<file path="src/design/kcl_pkg.sv">
// ----------------------------------------------------------------------------
// kcl_pkg
// shared constants, types and helpers of the keypad code lock
// ----------------------------------------------------------------------------
`timescale 1ns / 1ps

package kcl_pkg;

  localparam int unsigned MAX_DIGITS = 8;
  localparam int unsigned DIGIT_W    = 4;
  localparam int unsigned IDX_W      = (MAX_DIGITS > 1) ? $clog2(MAX_DIGITS) : 1;
  localparam int unsigned CNT_W      = $clog2(MAX_DIGITS + 1);
  localparam int unsigned KEY_W      = 8;
  localparam int unsigned OUT_W      = 3;
  localparam int unsigned LEN_W      = 4;
  localparam int unsigned CODE_W     = 32;
  localparam int unsigned CFG_IDX_W  = 1;

  localparam logic [LEN_W-1:0]  LEN_RESET    = 4'd4;
  localparam logic [CODE_W-1:0] PRESET_RESET = 32'd17185;

  localparam logic [CFG_IDX_W-1:0] REG_CODE_LENGTH = 1'd0;
  localparam logic [CFG_IDX_W-1:0] REG_PRESET_CODE = 1'd1;

  localparam logic [KEY_W-1:0] KEY_A    = 8'h41;
  localparam logic [KEY_W-1:0] KEY_ZERO = 8'h30;
  localparam logic [KEY_W-1:0] KEY_NINE = 8'h39;

  localparam logic [OUT_W-1:0] OUT_GRANTED   = 3'd0;
  localparam logic [OUT_W-1:0] OUT_DENIED    = 3'd1;
  localparam logic [OUT_W-1:0] OUT_WRONG_OLD = 3'd2;
  localparam logic [OUT_W-1:0] OUT_UPDATED   = 3'd3;
  localparam logic [OUT_W-1:0] OUT_OLD_OK    = 3'd4;

  typedef enum logic [2:0] {
    MODE_VERIFY = 3'b001,
    MODE_OLD    = 3'b010,
    MODE_NEW    = 3'b100
  } mode_t;

  // classified key request
  typedef struct packed {
    logic               is_digit;
    logic               is_a;
    logic [DIGIT_W-1:0] digit;
  } key_class_t;

  typedef struct packed {
    logic [LEN_W-1:0]  code_length;
    logic              load;
    logic [CODE_W-1:0] preset;
  } cfg_t;

  function automatic logic [DIGIT_W-1:0] preset_digit(input logic [CODE_W-1:0] code,
                                                      input int unsigned i);
    logic [DIGIT_W-1:0] d;
    d = '0;
    if (i < 8) begin
      d = DIGIT_W'(code >> (DIGIT_W * i));
    end
    return d;
  endfunction

endpackage

</file>
<file path="src/design/kcl_front.sv">
// ----------------------------------------------------------------------------
// kcl_front
// accepts keypad characters and classifies them as digit, 'A' or other
// ----------------------------------------------------------------------------
`timescale 1ns / 1ps

module kcl_front (
  input  logic                      push,
  input  logic                      full,
  input  logic [kcl_pkg::KEY_W-1:0] key,
  output logic                      wr,
  output kcl_pkg::key_class_t       cls
);

  logic is_digit;

  assign is_digit = (key >= kcl_pkg::KEY_ZERO) && (key <= kcl_pkg::KEY_NINE);
  assign wr       = push && !full;

  always_comb begin
    cls.is_digit = is_digit;
    cls.is_a     = (key == kcl_pkg::KEY_A);
    cls.digit    = is_digit ? kcl_pkg::DIGIT_W'(key - kcl_pkg::KEY_ZERO) : '0;
  end

endmodule

</file>
<file path="src/design/kcl_queue.sv">
// ----------------------------------------------------------------------------
// kcl_queue
// two-entry queue of classified key requests between front and back
// ----------------------------------------------------------------------------
`timescale 1ns / 1ps

module kcl_queue (
  input  logic                clk,
  input  logic                rst,
  input  logic                wr,
  input  kcl_pkg::key_class_t wr_cls,
  output logic                full,
  output logic                valid,
  output kcl_pkg::key_class_t rd_cls,
  input  logic                take
);

  kcl_pkg::key_class_t slots [2];
  logic                wptr;
  logic                rptr;
  logic [1:0]          count;
  logic                do_rd;

  assign full   = (count == 2'd2);
  assign valid  = (count != 2'd0);
  assign rd_cls = slots[rptr];
  assign do_rd  = take && valid;

  always_ff @(posedge clk) begin
    if (rst) begin
      wptr  <= 1'b0;
      rptr  <= 1'b0;
      count <= 2'd0;
    end else begin
      if (wr) begin
        wptr <= !wptr;
      end
      if (do_rd) begin
        rptr <= !rptr;
      end
      count <= count + 2'(wr) - 2'(do_rd);
    end
  end

  always_ff @(posedge clk) begin
    if (wr) begin
      slots[wptr] <= wr_cls;
    end
  end

endmodule

</file>
<file path="src/design/kcl_back.sv">
// ----------------------------------------------------------------------------
// kcl_back
// entry buffer, stored code and mode; compares entries and queues outcomes
// ----------------------------------------------------------------------------
`timescale 1ns / 1ps

module kcl_back (
  input  logic                      clk,
  input  logic                      rst,
  input  kcl_pkg::cfg_t             cfg,
  input  logic                      q_valid,
  input  kcl_pkg::key_class_t       q_cls,
  output logic                      take,
  input  logic                      pop,
  output logic                      empty,
  output logic [kcl_pkg::OUT_W-1:0] outcome
);

  localparam int unsigned MD = kcl_pkg::MAX_DIGITS;
  localparam int unsigned DW = kcl_pkg::DIGIT_W;
  localparam int unsigned IW = kcl_pkg::IDX_W;
  localparam int unsigned CW = kcl_pkg::CNT_W;

  kcl_pkg::mode_t    mode;
  kcl_pkg::mode_t    mode_next;
  logic [CW-1:0]     count;
  logic [CW-1:0]     count_next;
  logic              bad;
  logic              bad_next;
  logic [DW-1:0]     entry [MD];
  logic [DW-1:0]     entry_new [MD];
  logic [DW-1:0]     stored [MD];
  logic [CW-1:0]     n;
  logic              is_verify;
  logic              wr_en;
  logic [IW-1:0]     slot;
  logic [CW-1:0]     cnt_n;
  logic              done;
  logic              match;
  logic              res_valid;
  logic [kcl_pkg::OUT_W-1:0] res;

  logic [kcl_pkg::OUT_W-1:0] ob [2];
  logic                      ob_wptr;
  logic                      ob_rptr;
  logic [1:0]                ob_count;
  logic                      ob_wr;
  logic                      ob_rd;

  assign take      = q_valid && (ob_count != 2'd2);
  assign is_verify = !((mode == kcl_pkg::MODE_OLD) || (mode == kcl_pkg::MODE_NEW));

  always_comb begin
    if (cfg.code_length == '0) begin
      n = CW'(1);
    end else if (32'(cfg.code_length) > MD) begin
      n = CW'(MD);
    end else begin
      n = CW'(cfg.code_length);
    end
  end

  always_comb begin
    mode_next = mode;
    bad_next  = bad;
    wr_en     = 1'b0;
    slot      = '0;
    cnt_n     = count;
    if (is_verify && count == '0) begin
      if (q_cls.is_a) begin
        mode_next = kcl_pkg::MODE_OLD;
        bad_next  = 1'b0;
      end else begin
        bad_next = !q_cls.is_digit;
        wr_en    = 1'b1;
        cnt_n    = CW'(1);
      end
    end else if (q_cls.is_digit) begin
      wr_en = 1'b1;
      if (32'(count) >= MD - 1) begin
        slot = IW'(MD - 1);
      end else begin
        slot = IW'(count);
      end
      cnt_n = CW'(slot) + CW'(1);
    end
  end

  always_comb begin
    for (int i = 0; i < MD; i++) begin
      entry_new[i] = (wr_en && slot == IW'(i)) ? q_cls.digit : entry[i];
    end
  end

  always_comb begin
    match = !bad_next;
    for (int i = 0; i < MD; i++) begin
      if (i < 32'(n) && entry_new[i] != stored[i]) begin
        match = 1'b0;
      end
    end
  end

  assign done = wr_en && (cnt_n >= n);

  always_comb begin
    res_valid = done;
    res       = kcl_pkg::OUT_DENIED;
    case (mode)
      kcl_pkg::MODE_OLD: begin
        res = match ? kcl_pkg::OUT_OLD_OK : kcl_pkg::OUT_WRONG_OLD;
      end
      kcl_pkg::MODE_NEW: begin
        res = kcl_pkg::OUT_UPDATED;
      end
      default: begin
        res = match ? kcl_pkg::OUT_GRANTED : kcl_pkg::OUT_DENIED;
      end
    endcase
  end

  always_ff @(posedge clk) begin
    if (rst) begin
      mode  <= kcl_pkg::MODE_VERIFY;
      count <= '0;
      bad   <= 1'b0;
    end else if (take) begin
      if (done) begin
        count <= '0;
        bad   <= 1'b0;
        case (mode)
          kcl_pkg::MODE_OLD: mode <= match ? kcl_pkg::MODE_NEW : kcl_pkg::MODE_VERIFY;
          default:           mode <= kcl_pkg::MODE_VERIFY;
        endcase
      end else begin
        count <= cnt_n;
        bad   <= bad_next;
        mode  <= mode_next;
      end
    end
  end

  always_ff @(posedge clk) begin
    if (take && wr_en) begin
      entry[slot] <= q_cls.digit;
    end
  end

  always_ff @(posedge clk) begin
    if (rst) begin
      for (int i = 0; i < MD; i++) begin
        stored[i] <= kcl_pkg::preset_digit(kcl_pkg::PRESET_RESET, i);
      end
    end else if (cfg.load) begin
      for (int i = 0; i < MD; i++) begin
        stored[i] <= kcl_pkg::preset_digit(cfg.preset, i);
      end
    end else if (take && done && mode == kcl_pkg::MODE_NEW) begin
      for (int i = 0; i < MD; i++) begin
        if (i < 32'(n)) begin
          stored[i] <= entry_new[i];
        end
      end
    end
  end

  // result queue
  assign ob_wr   = take && res_valid;
  assign ob_rd   = pop && (ob_count != 2'd0);
  assign empty   = (ob_count == 2'd0);
  assign outcome = ob[ob_rptr];

  always_ff @(posedge clk) begin
    if (rst) begin
      ob_wptr  <= 1'b0;
      ob_rptr  <= 1'b0;
      ob_count <= 2'd0;
    end else begin
      if (ob_wr) begin
        ob_wptr <= !ob_wptr;
      end
      if (ob_rd) begin
        ob_rptr <= !ob_rptr;
      end
      ob_count <= ob_count + 2'(ob_wr) - 2'(ob_rd);
    end
  end

  always_ff @(posedge clk) begin
    if (ob_wr) begin
      ob[ob_wptr] <= res;
    end
  end

endmodule

</file>
<file path="src/design/keypad_code_lock_core.sv">
// ----------------------------------------------------------------------------
// keypad_code_lock_core
// keypad combination lock with code change
//
//   channel   direction  handshake          payload
//   keys      in         push / full        key[7:0]
//   results   out        empty / pop        outcome[2:0]
//   config    in         cfg_write          cfg_index[0], cfg_data[31:0]
//
// one key a cycle sustained while the back end does not stall; a result passes
// through the input queue, then the back-end update into the result queue
// both queues hold two requests; full rises only when the back end stalls
// on a full result queue, i.e. while pop stays low
// synchronous reset restores code length 4 and the preset code, no sweep
// ----------------------------------------------------------------------------
`timescale 1ns / 1ps

module keypad_code_lock_core (
  input  logic                          clk,
  input  logic                          rst,
  input  logic                          push,
  output logic                          full,
  input  logic [kcl_pkg::KEY_W-1:0]     key,
  output logic                          empty,
  input  logic                          pop,
  output logic [kcl_pkg::OUT_W-1:0]     outcome,
  input  logic                          cfg_write,
  input  logic [kcl_pkg::CFG_IDX_W-1:0] cfg_index,
  input  logic [kcl_pkg::CODE_W-1:0]    cfg_data
);

  logic [kcl_pkg::LEN_W-1:0] code_length;
  kcl_pkg::cfg_t             cfg;
  logic                      wr;
  kcl_pkg::key_class_t       wr_cls;
  logic                      q_valid;
  kcl_pkg::key_class_t       q_cls;
  logic                      take;

  always_ff @(posedge clk) begin
    if (rst) begin
      code_length <= kcl_pkg::LEN_RESET;
    end else if (cfg_write && cfg_index == kcl_pkg::REG_CODE_LENGTH) begin
      code_length <= cfg_data[kcl_pkg::LEN_W-1:0];
    end
  end

  always_comb begin
    cfg.code_length = code_length;
    cfg.load        = cfg_write && (cfg_index == kcl_pkg::REG_PRESET_CODE);
    cfg.preset      = cfg_data;
  end

  kcl_front u_front (
    .push (push),
    .full (full),
    .key  (key),
    .wr   (wr),
    .cls  (wr_cls)
  );

  kcl_queue u_queue (
    .clk    (clk),
    .rst    (rst),
    .wr     (wr),
    .wr_cls (wr_cls),
    .full   (full),
    .valid  (q_valid),
    .rd_cls (q_cls),
    .take   (take)
  );

  kcl_back u_back (
    .clk     (clk),
    .rst     (rst),
    .cfg     (cfg),
    .q_valid (q_valid),
    .q_cls   (q_cls),
    .take    (take),
    .pop     (pop),
    .empty   (empty),
    .outcome (outcome)
  );

  a_reset_clear: assert property (@(posedge clk) rst |=> (empty && !full))
    else $error("queues not clear after reset");

  a_result_source: assert property (@(posedge clk) disable iff (rst)
    $fell(empty) |-> $past(take))
    else $error("result appeared without a back-end request");

  a_queue_hold: assert property (@(posedge clk) disable iff (rst)
    (q_valid && !take && !pop) |=> q_valid)
    else $error("queued request lost while back end stalled");

  a_take_valid: assert property (@(posedge clk) take |-> q_valid)
    else $error("back end took from an empty queue");

endmodule
</file>
<file path="config.mk">
export PLATFORM = sky130hd
export DESIGN_NAME = keypad_code_lock_core
export DESIGN_NICKNAME = d
export VERILOG_FILES = /design/src/design/kcl_pkg.sv /design/src/design/kcl_front.sv /design/src/design/kcl_queue.sv /design/src/design/kcl_back.sv /design/src/design/keypad_code_lock_core.sv
export SDC_FILE = /design/constraint.sdc
export NUM_CORES = 1
export LEC_CHECK = 0
export ABC_AREA = 1
export BUFFER_PORTS_ARGS = -buffer_cell sky130_fd_sc_hd__buf_2
export CAP_MARGIN = 20
export CORE_UTILIZATION = 60
export CTS_CLUSTER_DIAMETER = 30
export DETAILED_ROUTE_END_ITERATION = 8
export PLACE_DENSITY = 0.77
export SYNTH_ARGS = -nofsm -noshare
export SYNTH_HDL_FRONTEND = slang
export SYNTH_HIERARCHICAL = 1
export SYNTH_SLANG_ARGS = --single-unit
</file>
<file path="constraint.sdc">
create_clock -name clk -period 8.8 [get_ports clk]
set_input_delay 1.32 -clock clk [delete_from_list [all_inputs] [get_ports clk]]
set_output_delay 1.32 -clock clk [all_outputs]
set_load 0.02 [all_outputs]
</file>
### Yosys cells after proc, flatten, opt, wreduce, memory -nomap -nowiden

Memory sizes are Yosys's and may differ from the RTL's. A register that Yosys moved wholly into a read port is not among the register bits.
Cells that the tools add are included.

* output and inout bits: 5
* register bits: 20
* word-level logic and storage cells: 250
* RAM bits: 82
* bits of input ports: 46
* memories: 4

Memory list
* u_back.entry: words 8, width 4, rd ports 8, clocked after Yosys merged registers in 0, wr ports 1, line kcl_back.sv:30 `logic [DW-1:0] entry [MD];`
* u_back.stored: words 8, width 4, rd ports 8, clocked after Yosys merged registers in 0, wr ports 8, line kcl_back.sv:32 `logic [DW-1:0] stored [MD];`
* u_queue.slots: words 2, width 6, rd ports 1, clocked after Yosys merged registers in 1, wr ports 1, line kcl_queue.sv:18 `kcl_pkg::key_class_t slots [2];`
* u_back.ob: words 2, width 3, rd ports 1, clocked after Yosys merged registers in 1, wr ports 1, line kcl_back.sv:43 `logic [kcl_pkg::OUT_W-1:0] ob [2];`

* equality and inequality tests: 20
* bitwise logic cells: 17
* add/subtract/negate cells: 6
* reductions and logical operators: 46
* muxes and demuxes: 134
* $lt $le $gt $ge: 13

Operator list (count)
* 2-to-1 mux 4 bit: 52
* 2-to-1 mux 1 bit: 70
* 2-to-1 mux 3 bit: 11
* != test 4 bit: 8
* logical AND 1 bit: 28
* less-than comparator 3 x 4 -> 1 bit, first input constant: 4
* OR 1 bit: 16
* equality test 3 bit, second input constant: 5
* equality test 3 x 2 -> 1 bit, second input constant: 3
* equality test 8 x 7 -> 1 bit, second input constant: 1
* greater-or-equal comparator 8 x 6 -> 1 bit, second input constant: 1
* <= comparator 8 x 6 -> 1 bit, second input constant: 1
* zero test 1 bit: 8
* zero test 4 bit: 2
* less-than comparator 1 x 4 -> 1 bit, first input constant: 2
* less-than comparator 2 x 4 -> 1 bit, first input constant: 2
* nonzero test 2 bit: 4
* case mux 3 bit (2 select lines): 1
* adder 2 x 1 -> 2 bit: 2
* adder 3 x 1 -> 4 bit, second input constant: 1
* greater-or-equal comparator 4 x 3 -> 1 bit, second input constant: 1
* greater-or-equal comparator 4 bit: 1
* greater-than comparator 4 bit, second input constant: 1
* subtractor 2 x 1 -> 2 bit: 2
* 9 further kinds: 9

### Depth between registers and ports, before layout

Gate-level depths: netlist (run 1).

* depth in word-level cells: 23
* mapped depth: 20
* depth with buffers taken out: 20

### By module

The synthesis (run 1) kept the hierarchy.

Modules (own cells, without submodules)
* kcl_back: sequential area each 2362.3 um2, instances 1, area each 4859.7 um2, cells each 610
* kcl_queue: sequential area each 460.4 um2, instances 1, area each 706.9 um2, cells each 56
* keypad_code_lock_core: sequential area each 80.1 um2, instances 1, area each 180.2 um2, cells each 28
* kcl_front: sequential area each 0.0 um2, instances 1, area each 103.8 um2, cells each 23

### Worst setup path before layout (run 1)

No wires, ideal clock.

* kind: reg2reg
* start point: reg u_back.count[3]
* end point: reg u_back.ob_count[1]
* period minus slack after synthesis: 2.833 ns
* slack: 5.967 ns
* required time: 8.679 ns
* stages on the path, launching flop included: 20
* buffers on the path: 0
* setup time: 0.121 ns
* arrival: 2.712 ns
* cell sequence: dfxtp_1 > nor2_1 > inv_1 > ha_1 > nor2_1 > a21oi_1 > ha_1 > inv_1 > nor2_1 > o211ai_1 > nand3_1 > nand2_2 > nor2_4 > inv_2 > ha_1 > inv_1 > ha_1 > xor2_1 > o21ai_0 > a21oi_1

* cells in the longest elaborated chain, start to end: 12
* elaborated cells on any way between the ends: 16
* those cells by class: 3 x add/sub; 2 x order compare; 7 x mux; 4 x reduce/logical

RTL lines
* from (decl): line kcl_back.sv:26 `logic [CW-1:0] count;`
* from (signal assigned): line kcl_back.sv:136 `count <= cnt_n;`
* greater-or-equal comparator 4 x 3 -> 1 bit: line kcl_back.sv:80 `if (32'(count) >= MD - 1) begin`
* 2-to-1 mux 3 bit: line kcl_back.sv:80
* 2-to-1 mux 3 bit: line kcl_back.sv:78 `end else if (q_cls.is_digit) begin`
* 2-to-1 mux 3 bit: line kcl_back.sv:69 `if (is_verify && count == '0) begin`
* adder 3 x 1 -> 4 bit: line kcl_back.sv:85 `cnt_n = CW'(slot) + CW'(1);`
* 2-to-1 mux 4 bit: line kcl_back.sv:78
* 2-to-1 mux 4 bit: line kcl_back.sv:69
* greater-or-equal comparator 4 bit: line kcl_back.sv:104 `assign done = wr_en && (cnt_n >= n);`
* logical AND 1 bit (*): line kcl_back.sv:104
* logical AND 1 bit (*): line kcl_back.sv:168 `assign ob_wr = take && res_valid;`
* adder 2 x 1 -> 2 bit (*): line kcl_back.sv:185 `ob_count <= ob_count + 2'(ob_wr) - 2'(ob_rd);`
* subtractor 2 x 1 -> 2 bit (*): line kcl_back.sv:185
* to (signal assigned): line kcl_back.sv:185
* to (decl): line kcl_back.sv:46 `logic [1:0] ob_count;`

Every way passes the cells marked *; elsewhere a longest branch is shown, timed or not. The select of a mux whose other input is x is not followed.
A chain may end at the register's enable or synchronous reset.

==> summary.txt, run 1 <==
Outcome
  – Status: finished, final reports clean

Clocking
  – Worst skew pair latency: 360 ps
  – Num CTS Buffers: 9
  – Clock transition at the registers of the reported paths: 90 ps
  – Max clock buf depth: 2
  – Clock sinks: 104
  – Post-CTS Setup Bufs: 0
  – H-tree Lvls: 3
  – Root Buffer: clkbuf_8
  – TritonCTS clock tree: built
  – Number of gates resized after CTS: 0
  – CTS Hold Bufs: 0

Yosys
  – Synthesized flop and latch total: approximately 100
  – Cells after synthesis: about 720
  – Synth Area in Compound Gates: 0.0840
  – Sequential fraction of the synthesis area: 0.496
  – Synth Area in Adders: 0.0192
  – Largest family of logic cells by synthesized area: simple AND/OR/NAND/NOR gates
  – Synth cell types: 38
  – Multiplexer share of the synthesized area: 0.0212
  – Syn_nets: about 770
  – Area share of xor/xnor cells in the synthesized design: 0.0105
  – Syn Std Cell Area: approximately 0.0059 mm2
  – YS warnings: 6
  – Syn avg cell area: 8.16 um2
  – Simple-Gate Fraction of Synth Area: 0.278

Placed design
  – Post-DP HPWL: 10300 um
  – Port-buffer cells: 50
  – RePlAce Congestion: around 0.95
  – Post-DP Area: around 0.0062 mm2

Timing
  – Fin. Hold Viols: 0
  – Worst slew pin tran: 886 ps
  – Rel. slew slack: 0.407
  – Peak Freq: between 300 and 400 MHz
  – Worst Clk Skew: ~11 ps
  – Final setup violation count: 0
  – Final min period: between 3000 and 4000 ps
  – Slew Viols, Final: 0
  – Final Cycle Share: 0.368
  – Setup_tns: 0 ps
  – RSZ-0062 raised after global routing: no

Power
  – P_sw: ~530 uW
  – Internal power: about 900 uW
  – Pleak: around 3.0 nW
  – Worst VDD drop: 0.167 mV
  – Combinational share of power: 0.345
  – Pwr Density: about 220 mW/mm2
  – Total Power: between 1 and 1.5 mW
  – Switch share: 0.371
  – Clock share of power: 0.206
  – Reg power frac: 0.449

Routing
  – Routed wire length: 13600 um
  – Vias: 4899
  – DRT Pass-1 Iters: 5
  – Via density: approximately 5.4
  – DRC viols: 0
  – Routed wire per std cell: about 15 um
  – Antenna Violating Nets Remaining: 0
  – Initial drt markers: roughly 350

Worst setup path
  – Arrival @ worst endpoint: about 3300 ps
  – Crit-path max FO: 6
  – CP Class: flop to flop
  – Worst path required time: between 8000 and 9000 ps
  – Startpoint types: flop
  – R2R Path End: u_back/stored[0][4]
  – Worst R2R Start: u_back/count[3]
  – Worst Reg-to-Reg Cells: 16
  – CP Capture Type: flop
  – R2R setup slack: roughly 5600 ps

Die
  – Die Span Y: a little over 100 um
  – Num ports: 51
  – Initial Util: 0.627
  – Core ar.: slightly above 0.009 mm2
  – FP Rows: 35
  – DIE WIDTH: 101 um
  – Die Area: slightly above 0.01 mm2

Layout
  – Most common cell after layout, fill and taps aside: nand2_1
  – Antenna Cells: 0
  – Post-Layout Inst Area: 0.00643 mm2
  – Share of layout cells above drive strength 1: 0.160
  – Most frequent cells in the layout: 214 x nand2_1, 118 x inv_1, 82 x edfxtp_1, 64 x nor2_1, 50 x buf_2
  – Nets: between 800 and 900
  – Fillers: between 700 and 800
  – Area Overhead vs Synth: 9.84%

Worst hold path
  – Hold path cells: 1
  – Hold Path End: u_back/ob_rptr
  – Min-delay worst type: flop to flop
  – Hold path start: u_back/ob_rptr

Global route
  – Total global routing overflow: 0
  – Vias in the first global route: between 4000 and 5000
  – First-pass GRT wire length: 22100 um
  – Total GRT Usage: 0.288
  – Antenna violations before repair: 0
  – Pin count of the biggest net entering global routing: 21

Flow run
  – Max-Cap Viols: 0
==> stage by stage <==
step	utilization	worst slack, ps	hold slack, ps	cells
finish	0.689	5560	458	906
global route	0.689	5300	489	906
CTS	0.689	5570	459	906
detailed placement	0.668	5540	443	890
global placement	0.668	5570	437	890
floorplan	-	5970	426	717
==> synthesized netlist by cell type (all sizes together) <==
| master | count | share of area |
|---|---|---|
| nor3 | 5 | 0.0079 |
| edfxtp | 82 | 0.42 |
| a22o | 2 | 0.0030 |
| xnor2 | 4 | 0.0060 |
| clkinv | 2 | 0.0013 |
| a21oi | 19 | 0.016 |
| ha | 9 | 0.019 |
| mux2 | 9 | 0.021 |
| xor2 | 3 | 0.0045 |
| o211ai | 7 | 0.0090 |
| dfxtp | 22 | 0.075 |
| inv | 126 | 0.081 |
| nand2 | 227 | 0.15 |
| a22oi | 1 | 0.0013 |
| clkbuf | 5 | 0.0032 |
| a32o | 1 | 0.0017 |
| nand3 | 39 | 0.035 |
| buf | 3 | 0.0051 |
| a211oi | 1 | 0.0013 |
| a31oi | 2 | 0.0021 |
| o22ai | 1 | 0.0011 |
| nor2 | 81 | 0.064 |
| o21ai | 51 | 0.047 |
| nand3b | 7 | 0.0090 |
| nand4 | 7 | 0.0075 |
| o41ai | 1 | 0.0015 |
==> state kept, by name, summed over array words and instances (netlist names), named ones only <==
register         flops
u_queue/count        2
u_back/ob_rptr       1
u_back/ob            6
u_back/mode          3
u_back/stored       32
u_back/entry        32
u_queue/wptr         1
u_back/ob_count      2
u_back/bad           1
u_queue/slots       12
u_back/count         4
code_length          4
u_queue/rptr         1
u_back/ob_wptr       1
==> cells by family (layout without fill, tap and decap cells) <==
| family | after synthesis | count (layout) |
|---|---|---|
| AND/OR/NAND/NOR | 366 | 366 |
| buffers and inverters | 136 | 196 |
| flip-flops | 104 | 104 |
| AO/OA/AOI/OAI | 86 | 86 |
| adder cells (fa/ha/maj) | 9 | 9 |
| multiplexers | 9 | 9 |
| XOR/XNOR | 7 | 7 |
==> worst max-delay path, stage by stage (launching register included) <==
cell	delay, ps
dfxtp_1	530
nor2_1	130
inv_1	160
ha_1	180
xor2_1	150
o22ai_1	150
ha_1	340
nand4_1	100
nand3_1	130
nand2_2	80
nor2_4	120
inv_2	90
nor2_4	140
nand2_2	110
nor2_1	220
inv_1	120
nand2_1	170
==> power groups by stage <==
stage | Sequential (mW) | Combinational [mW] | Clock, mW
2_1_floorplan | 0.637 | 0.362 | 0
3_3_place_gp | 0.649 | 0.468 | 0
4_1_cts | 0.640 | 0.485 | 0.302
5_1_grt | 0.647 | 0.545 | 0.320
6_report | 0.640 | 0.491 | 0.293
3_5_place_dp | 0.651 | 0.484 | 0
==> per-layer routing <==
| layer | track usage | wire (um) | vias up | share of wire |
|---|---|---|---|---|
| li1 | - | - | 2418 | - |
| met1 | 0.363 | 5610 | 2201 | 0.41 |
| met2 | 0.483 | 6460 | 245 | 0.48 |
| met3 | 0.0548 | 1150 | 35 | 0.084 |
| met4 | 0.133 | 351 | 0 | 0.026 |
| met5 | 0 | 0 | - | 0 |
==> cell type report <==
| type | count | area [um2] | share of cell area |
|---|---|---|---|
| multi-input cells | 477 | 2420 | 0.376 |
| inverters | 128 | 480 | 0.0748 |
| well taps | 129 | 161 | 0.0251 |
| clock buffers | 11 | 141 | 0.0220 |
| repair buffers | 52 | 265 | 0.0413 |
| clock inverters | 5 | 56.3 | 0.00876 |
| flip-flops and latches | 104 | 2900 | 0.452 |
==> how the worst max path moves through the flow <==
stage                                from              endpoint  slack [ps]  cells after the start
after global routing                 flop  u_back/stored[0][13]        5300                     12
after global placement          cfg_write   u_back/stored[1][0]        5570                      8
final                     u_back/count[3]   u_back/stored[0][4]        5560                     16
after CTS                 u_back/count[3]  u_back/stored[0][13]        5570                     16
after detailed placement        cfg_write   u_back/stored[0][7]        5540                      8
after floorplan           u_back/count[3]    u_back/ob_count[1]        5970                     19
Power figures use the tool's default switching activity.
==> run 2: changes to the inputs <==
CORE_UTILIZATION = 54   (was 60)
PLACE_DENSITY = 0.73   (was 0.77)
clock period = 2.62 ns   (was 8.8 ns; I/O delays follow)
==> summary.txt, run 2 (same netlist as run 1, synthesis figures left out) <==
Power
  – Pleak: 3.57 nW (+18%)
  – Internal power: 3.57 mW (+300%)
  – Combinational share of power: 0.432 (+0.087)
  – Worst VDD drop: 0.466 mV (+180%)
  – P_sw: 2.16 mW (+310%)
  – Switch share: 0.377 (+0.00645)
  – Pwr Density: 750 mW/mm2 (+240%)
  – Reg power frac: 0.375 (-0.074)
  – Clock share of power: 0.193 (-0.013)

Outcome
  – Status: complete, but fails checks
  – Failing checks: setup timing

Timing
  – Final setup violation count: 69 (+69)
  – Setup ws final: -143 ps (-5700 ps)
  – Fin. Hold Viols: 0 (unchanged)
  – Setup_tns: -5870 ps (-5870 ps)
  – Worst Clk Skew: 9.51 ps (-1.83 ps)
  – Peak Freq: 362 MHz (+17%)
  – Rel. slew slack: 0.556 (+0.149)
  – Final min period: 2760 ps (-475 ps)
  – Slew Viols, Final: 0 (unchanged)
  – RSZ-0062 raised after global routing: yes
  – Worst slew pin tran: 659 ps (-227 ps)
  – Final Cycle Share: 1.05 (+0.687)

Layout
  – Fillers: 791 (+3.4%)
  – Area Overhead vs Synth: 30.5%
  – Final Non-Filler Cells: 996 (+9.9%)
  – Largest regs: u_back/entry x32, u_back/stored x32, u_queue/slots x12
  – Most common cell after layout, fill and taps aside: nand2_1
  – Final core utilization: 0.733 (+0.0438)
  – Nets: 910 (+10%)
  – Post-Layout Inst Area: 0.00763 mm2 (+19%)
  – Most frequent cells in the layout: 189 x nand2_1, 110 x inv_1, 82 x edfxtp_1, 70 x buf_4, 55 x nor2_1
  – Antenna Cells: 0 (unchanged)
  – Share of layout cells above drive strength 1: 0.329 (+0.169)

Worst hold path
  – Hold Path End: u_back/stored[1][0]
  – Hold path start: cfg_data[16]
  – Hold path cells: 3 (+2)
  – Min-delay worst type: primary input to flop

Die
  – Initial Util: 0.562 (-0.0655)
  – Core ar.: 0.0104 mm2 (+12%)
  – Die Area: 0.0113 mm2 (+11%)
  – Num ports: 51 (unchanged)
  – FP Rows: 37 (+5.7%)
  – DIE WIDTH: 106 um (+5.3%)
  – Die Span Y: 106 um (+5.3%)

Global route
  – Total GRT Usage: 0.284 (-0.00449)
  – Grt met2 use: 0.477 (-0.00549)
  – First-pass GRT wire length: 24300 um (+10%)
  – Total global routing overflow: 0 (unchanged)
  – Gr busiest metal: met2
  – Global Route met1 Usage: 0.355 (-0.00846)
  – Vias in the first global route: 5224 (+9.4%)
  – Pin count of the biggest net entering global routing: 17 (-19%)
  – GR Layer Usage met3: 0.0497 (-0.00512)
  – Antenna violations before repair: 0 (unchanged)

Routing
  – Routed wire length: 15900 um (+17%)
  – Antenna Violating Nets Remaining: 0 (unchanged)
  – Routed wire per std cell: 15.9 um (+6.4%)
  – DRC viols: 0 (unchanged)
  – Via density: 5.43 (+0.40%)
  – Vias: 5407 (+10%)
  – DRT Pass-1 Iters: 5 (unchanged)
  – Initial drt markers: 436 (+25%)

Clocking
  – Clock transition at the registers of the reported paths: 90 ps (about the same)
  – Root Buffer: clkbuf_8
  – Clock sinks: 104 (unchanged)
  – CTS Hold Bufs: 0 (unchanged)
  – Worst skew pair latency: 370 ps (about the same)
  – Max clock buf depth: 2 (unchanged)
  – Num CTS Buffers: 9 (unchanged)
  – H-tree Lvls: 3 (unchanged)
  – TritonCTS clock tree: built

Worst setup path
  – Worst path required time: 2840 ps (-6020 ps)
  – CP Class: flop to flop
  – Startpoint types: flop
  – Crit-path max FO: 6 (unchanged)
  – Arrival @ worst endpoint: 2980 ps (-320 ps)
  – Worst Reg-to-Reg Cells: 17 (+1)
  – R2R Path End: u_back/stored[1][10]
  – CP Capture Type: flop
  – R2R setup slack: -140 ps (-5700 ps)

Placed design
  – RePlAce Congestion: 0.910 (-4.2%)
  – Port-buffer cells: 50 (unchanged)
  – Post-DP Area: 0.00672 mm2 (+7.9%)
  – Post-DP HPWL: 11200 um (+8.9%)
  – Placed Instances: 948 (+6.5%)

Flow run
  – Max-Cap Viols: 0 (unchanged)
## run 2: cell count changes in the layout (fill, tap and decap cells not counted), moves of 7 or more
cell	previous run	this run
nand2_1	214	189
buf_6	0	13
nand2_4	4	16
inv_1	118	110
nor2_1	64	55
buf_4	2	70
nand2_2	9	19
o21ai_1	30	19
o21ai_2	5	16
nor2_4	6	13
## run 2: layout make-up
type                            instances  area [um2]  area share
Clock buffer                           13         149      0.0195
Clock inverter                          3        66.3     0.00869
Sequential cell                       104        2910       0.382
Timing Repair Buffer                  134         942       0.123
Inverter                              128         505      0.0662
Tap cell                              136         170      0.0223
Multi-Input combinational cell        478        2890       0.378
## run 2: worst max-delay path, stage by stage, from the launching register on
cell and delay (ps):
dfxtp_2 370, mux2_4 320, inv_4 70, nand4_1 150
inv_2 140, a21oi_4 40, ha_1 190, nor2_1 100
o211ai_1 100, nand3_2 100, nand2_2 60, nor2_4 140
inv_4 60, nor2_4 180, nand2_4 130, inv_8 140
nand2_1 130, o21ai_1 190
## run 2: layer usage
layer | share of wire | wire length (um)
met3 | 0.077 | 1230
met4 | 0.024 | 384
met5 | 0 | 0
met1 | 0.40 | 6310
met2 | 0.50 | 7950
## run 2: power by group through the flow
stage          clock, mW  sequential (mW)  combinational (mW)
4_1_cts             1.11             2.14                2.14
6_report            1.11             2.15                2.47
5_1_grt             1.17             2.17                2.66
3_5_place_dp           0             2.17                1.96
3_3_place_gp           0             2.16                1.90
2_1_floorplan          0             2.14                1.27
## run 2: stage by stage
stage,setup slack [ps],power (mW),hold slack [ps]
3_3_place_gp,-59.3,4.06,439
2_1_floorplan,-81.3,3.41,426
3_5_place_dp,-187,4.13,449
5_1_grt,-302,5.99,300
6_report,-143,5.73,297
4_1_cts,-40.3,5.39,293
## run 2: timing repair
action / in CTS / in global routing
cloned: 0 / 1
setup buffers: 16 / 15
resized for setup: 23 / 89
setup endpoints to repair: 69 / 82
pin swaps: 22 / 31
## run 2: worst max-delay path by stage
| stage | to | cells past startpoint | from |
|---|---|---|---|
| after floorplan | u_back/ob_count[1] | 18 | flop |
| after global placement | u_back/stored[1][12] | 19 | u_back/count[1] |
| after detailed placement | u_back/stored[1][12] | 15 | u_back/count[1] |
| after CTS | u_back/stored[1][12] | 17 | flop |
| after global routing | u_back/stored[1][10] | 19 | u_back/count[1] |
| final | u_back/stored[1][10] | 17 | flop |
